**src/rtl/salc_pkg.sv**
```systemverilog
`default_nettype none
package salc_pkg;
  localparam int LINE_SHIFT = 5;
  localparam int LINE_BYTES = 32;
  localparam int STAMP_W = 32;
  localparam int CNT_W = 32;

  localparam logic [1:0] REG_WAYS = 2'd0;
  localparam logic [1:0] REG_STALLOC = 2'd1;
  localparam logic [1:0] REG_PFMODE = 2'd2;

  localparam logic [1:0] PF_NONE = 2'd0;
  localparam logic [1:0] PF_ALWAYS = 2'd1;
  localparam logic [1:0] PF_MISS = 2'd2;

  // Commands from the controller to the datapath.
  typedef struct packed {
    logic start;    // begin a lookup of in_addr, or of the next line
    logic use_pf;   // lookup address is the next line
    logic alloc;    // fill on miss
    logic step;     // scan one way
    logic finish;   // perform the fill or refresh
  } salc_cmd_t;

  // Status from the datapath to the controller.
  typedef struct packed {
    logic scan_done;
    logic hit;
  } salc_sts_t;
endpackage
`default_nettype wire

```
**src/rtl/salc_ctrl.sv**
```systemverilog
`default_nettype none
module salc_ctrl
  import salc_pkg::*;
(
  input  wire logic        clk,
  input  wire logic        rst_n,
  input  wire logic        in_fire,
  input  wire logic        is_store,
  input  wire logic        store_allocate,
  input  wire logic [1:0]  prefetch_mode,
  input  wire logic        out_free,
  input  salc_sts_t        sts,
  output salc_cmd_t        cmd,
  output logic             busy,
  output logic             res_load,
  output logic             res_hit,
  output logic             res_pf,
  output logic             res_pf_hit
);
  localparam logic [2:0] S_IDLE = 3'd0;
  localparam logic [2:0] S_DSCAN = 3'd1;
  localparam logic [2:0] S_DFIN = 3'd2;
  localparam logic [2:0] S_PSCAN = 3'd3;
  localparam logic [2:0] S_PFIN = 3'd4;
  localparam logic [2:0] S_OUT = 3'd5;

  logic [2:0] state_r, state_nxt;
  logic       store_r, hit_r, hit_nxt, pf_r, pf_nxt, pfh_r, pfh_nxt;
  logic       do_pf;

  assign busy = (state_r != S_IDLE);
  assign do_pf = (prefetch_mode == PF_ALWAYS) || (prefetch_mode == PF_MISS && !hit_r);

  always_comb begin
    state_nxt = state_r;
    hit_nxt = hit_r;
    pf_nxt = pf_r;
    pfh_nxt = pfh_r;
    cmd = '0;
    res_load = 1'b0;
    unique case (state_r)
      S_IDLE: begin
        if (in_fire) begin
          cmd.start = 1'b1;
          pf_nxt = 1'b0;
          pfh_nxt = 1'b0;
          state_nxt = S_DSCAN;
        end
      end
      S_DSCAN: begin
        cmd.step = 1'b1;
        if (sts.scan_done) state_nxt = S_DFIN;
      end
      S_DFIN: begin
        cmd.finish = 1'b1;
        cmd.alloc = !store_r || store_allocate;
        hit_nxt = sts.hit;
        state_nxt = S_PSCAN;
      end
      S_PSCAN: begin
        if (!pf_r && do_pf) begin
          cmd.start = 1'b1;
          cmd.use_pf = 1'b1;
          pf_nxt = 1'b1;
        end else if (pf_r) begin
          cmd.step = 1'b1;
          if (sts.scan_done) state_nxt = S_PFIN;
        end else begin
          state_nxt = S_OUT;
        end
      end
      S_PFIN: begin
        cmd.finish = 1'b1;
        cmd.alloc = 1'b1;
        pfh_nxt = sts.hit;
        state_nxt = S_OUT;
      end
      S_OUT: begin
        if (out_free) begin
          res_load = 1'b1;
          state_nxt = S_IDLE;
        end
      end
      default: state_nxt = S_IDLE;
    endcase
  end

  always_ff @(posedge clk) begin
    if (!rst_n) begin
      state_r <= S_IDLE;
    end else begin
      state_r <= state_nxt;
    end
    if (in_fire) store_r <= is_store;
    hit_r <= hit_nxt;
    pf_r <= pf_nxt;
    pfh_r <= pfh_nxt;
  end

  assign res_hit = hit_r;
  assign res_pf = pf_r;
  assign res_pf_hit = pfh_r;

  property p_fin_after_scan;
    @(posedge clk) disable iff (!rst_n) (state_r == S_DFIN) |-> $past(state_r == S_DSCAN);
  endproperty
  a_fin_after_scan: assert property (p_fin_after_scan) else $error("fill without scan");
  a_out_idle: assert property (@(posedge clk) disable iff (!rst_n)
    res_load |=> (state_r == S_IDLE)) else $error("result not followed by idle");
  a_no_fire_busy: assert property (@(posedge clk) disable iff (!rst_n)
    (busy && state_r != S_DSCAN && state_r != S_PSCAN) |-> !cmd.step)
    else $error("scan step outside scan");
endmodule
`default_nettype wire

```
**config.mk**
```make
export PLATFORM = sky130hd
export DESIGN_NAME = salc_ctrl
export DESIGN_NICKNAME = d
export VERILOG_FILES = /design/src/rtl/salc_pkg.sv /design/src/rtl/salc_ctrl.sv
export SDC_FILE = /design/constraint.sdc
export NUM_CORES = 1
export LEC_CHECK = 0
export BUFFER_PORTS_ARGS = -buffer_cell sky130_fd_sc_hd__clkbuf_2
export CAP_MARGIN = 15
export CORE_AREA = 2 2 39 41
export CTS_CLUSTER_SIZE = 40
export DETAILED_ROUTE_END_ITERATION = 8
export DIE_AREA = 0 0 41 43
export GPL_TIMING_DRIVEN = 0
export PLACE_DENSITY_LB_ADDON = 0.08
export SLEW_MARGIN = 40
export SYNTH_ARGS = -nofsm -noshare
export SYNTH_HDL_FRONTEND = slang
export SYNTH_SLANG_ARGS = --single-unit
```
**constraint.sdc**
```tcl
create_clock -name clk -period 1.74 [get_ports clk]
set_clock_uncertainty 0.05 [all_clocks]
set_input_delay 0.348 -clock clk [delete_from_list [all_inputs] [get_ports clk]]
set_output_delay 0.348 -clock clk [all_outputs]
set_load 0.005 [all_outputs]
```
==> flow_summary_export.csv <==
group,metric,value,unit
job,cap_violations,0,
timing,maxSlewHeadroom,84.1,%
cells_and_area,layout-drive-gt1-share,44.7,%
clock_tree,clock-root-buffer,"clkbuf_4",
clock_tree,worstSkewPairLatency,250,ps
clock_tree,h-tree-depth,1,
worst_setup_path,critPathRequiredTime,1340,ps
place,io_buffer_count,19,
timing,worst_slew_pin_slew,237,ps
logic_synthesis,synth_top_cell_by_area,"edfxtp_1",
clock_tree,cts_tree,"yes",
clock_tree,cts.sinks,7,
place,gp_congestion,0.746,
logic_synthesis,avgSynthCellArea,8.58,um2
global_route,antenna_found_initial,0,
routing,detail-route-antenna-nets,0,
cells_and_area,finalNonFillerCells,92,
worst_setup_path,crit_arrival,1330,ps
place,post-place-cells,83,
cells_and_area,fin_nets,87,
routing,dr.first_iter.drc_count,8,
logic_synthesis,synth_common_cells,"a21oi_1, nor2_1, inv_1, edfxtp_1, nand2_1",
pwr,ir_worst_vdd,0.419,mV
routing,wl_per_cell,11.4,um
logic_synthesis,synthesis.nets,58,
logic_synthesis,netlist_instances,48,
worst_setup_path,cp-end-kind,"output pin",
routing,dr_wl_met3,59,um
timing,fmax,0.580,GHz
clock_tree,clkTransAtPathRegs,50,ps
routing,dr.pass1.iters,4,
logic_synthesis,syn_area,412,um2
global_route,track_usage,13.0,%
floorplanning,initial_utilization,29.7,%
cells_and_area,final_util,44.0,%
global_route,grt_pass1_wl,1.51,mm
floorplanning,die_w,41,um
worst_setup_path,worst-path-max-fanout,3,
global_route,grt_pass1_vias,361,
routing,via_count,460,
logic_synthesis,ys_seq_elements,7,
routing,routed_wirelength,1.05,mm
place,place_ws,109,ps
pwr,p_sw_share,28.0,%
floorplanning,io-pin-count,20,
timing,fin_crit_sh,99.2,%
cells_and_area,antenna_cells,0,
min_path,min_path_type,"input port to register",
pwr,power_leakage,0.296,nW
logic_synthesis,synth_flop_cell,"edfxtp_1",
floorplanning,dieArea,0.00176,mm2
place,hpwl,754,um
pwr,combPwrFrac,25.2,%
global_route,grt_overflow,0,
worst_setup_path,path_cells,"nor4b_2, a21oi_2, o22ai_2, clkbuf_2",
routing,post_drt_via_cell_ratio,5.00,
timing,finalSetupViolCount,0,
outcome,status,"completed",
pwr,intPower,0.338,mW
routing,wl_met2,506,um
logic_synthesis,synth.distinct_cells,23,
worst_setup_path,critPathLaunchType,"register",
worst_setup_path,critPathSlowestCell,"edfxtp_1",
clock_tree,clockBufferDepth,2,
floorplanning,core.rowCount,14,
clock_tree,cts_hold_repair.buffers,0,
cells_and_area,design_area,609,um2
timing,setup_ws,14.8,ps
routing,drc,0,
floorplanning,core,0.00138,mm2
logic_synthesis,ys_warn_count,0,
logic_synthesis,synth_edf_count,4,
pwr,power_frac_seq,42.6,%
worst_setup_path,path_class,"register to output pin",
pwr,power.density,770,mW/mm2
timing,rsz0062_at_grt,"true",
pwr,p_switching,0.132,mW
clock_tree,numCtsBuffers,3,
worst_setup_path,slowest_delay,420,ps
logic_synthesis,async_reset_ff_share,0,%
timing,holdWs,226,ps
floorplanning,die_h,43,um
place,place_area,527,um2
routing,top_layer,"met3",
routing,m1WireLength,478,um
timing,finalHoldViolations,0,
pwr,clockPowerShare,32.2,%
logic_synthesis,yosys.area.top_type_share,29.2,%
global_route,grt_max_degree,11,
logic_synthesis,yosysSeqAreaShare,43.8,%
timing,period_needed,1730,ps
timing,final_max_slew_viol_count,0,
logic_synthesis,synthTopCellsByArea,"edfxtp_1, dfxtp_1, a21oi_1",
cells_and_area,syn2layout_area_growth,48.0,%
==> registers in the layout, indices dropped and copies added (netlist names) <==
name,flops
state_r,3
res_pf,1
res_hit,1
store_r,1
res_pf_hit,1
==> worst paths after layout <==
path	from	end	slack, ps	cells after the start
setup / recovery	res_pf	cmd[4]	10	4
hold / removal	is_store	store_r	230	1
setup reg to reg	res_pf	res_pf	140	5
hold reg to reg	state_r[2]	state_r[1]	590	2
==> metrics by stage <==
stage | total power, mW | TNS [ps]
after detailed placement | 0.302 | 0
final | 0.469 | 0
after CTS | 0.472 | 0
after floorplan | 0.259 | 0
after global placement | 0.302 | 0
after global routing | 0.501 | -87.1
==> cell families (layout without fill, tap and decap cells) <==
family	Yosys count	count (layout)	share of synthesized area, %
simple gates	19	19	25.5
compound gates	15	15	24.0
flops	7	7	43.8
buf+inv	7	35	6.69
==> placed cells by master (no fill, tap or decap), drive strengths merged, types with 2 or more instances in the layout <==
cell	netlist	layout
nand2	4	4
nor2	6	6
dfxtp	3	3
edfxtp	4	4
a21oi	6	6
nor3b	2	2
o22ai	2	2
buf	1	6
clkbuf	0	23
nand2b	2	2
inv	6	6
==> power groups by stage <==
stage	Clock, mW	Combinational (mW)	Sequential (mW)
floorplan	0	0.0568	0.202
global placement	0	0.0971	0.205
detailed placement	0	0.0978	0.205
CTS	0.158	0.115	0.200
global route	0.167	0.132	0.201
finish	0.151	0.118	0.200
==> final cells by class <==
type | instances | area [um2]
tap | 16 | 20.0
buffer | 1 | 7.51
sequential | 7 | 180
timing repair buffer | 24 | 133
multi-input combinational | 34 | 220
fill | 153 | 774
inverter | 6 | 22.5
clock buffer | 4 | 26.3
==> critical path: cells and delay by family (launching register included) <==
| family | cells | cell delay [ps] |
|---|---|---|
| compound gates | 2 | 220 |
| simple gates | 1 | 310 |
| flops | 1 | 420 |
| buf+inv | 1 | 130 |
==> per-layer routing <==
layer | track usage (%) | up-vias
met1 | 16.0 | 211
met5 | 0 | -
met4 | 8.00 | 0
met2 | 18.4 | 16
met3 | 4.71 | 0
li1 | - | 233
==> repair_timing <==
| action | CTS | global route |
|---|---|---|
| buffers inserted | 4 | 1 |
| resized for setup | 3 | 1 |
| pin swaps | 1 | 1 |
| endpoints found under the setup margin | 2 | 1 |
| hold endpoints to repair | 0 | 0 |
Power figures use the tool's default switching activity.
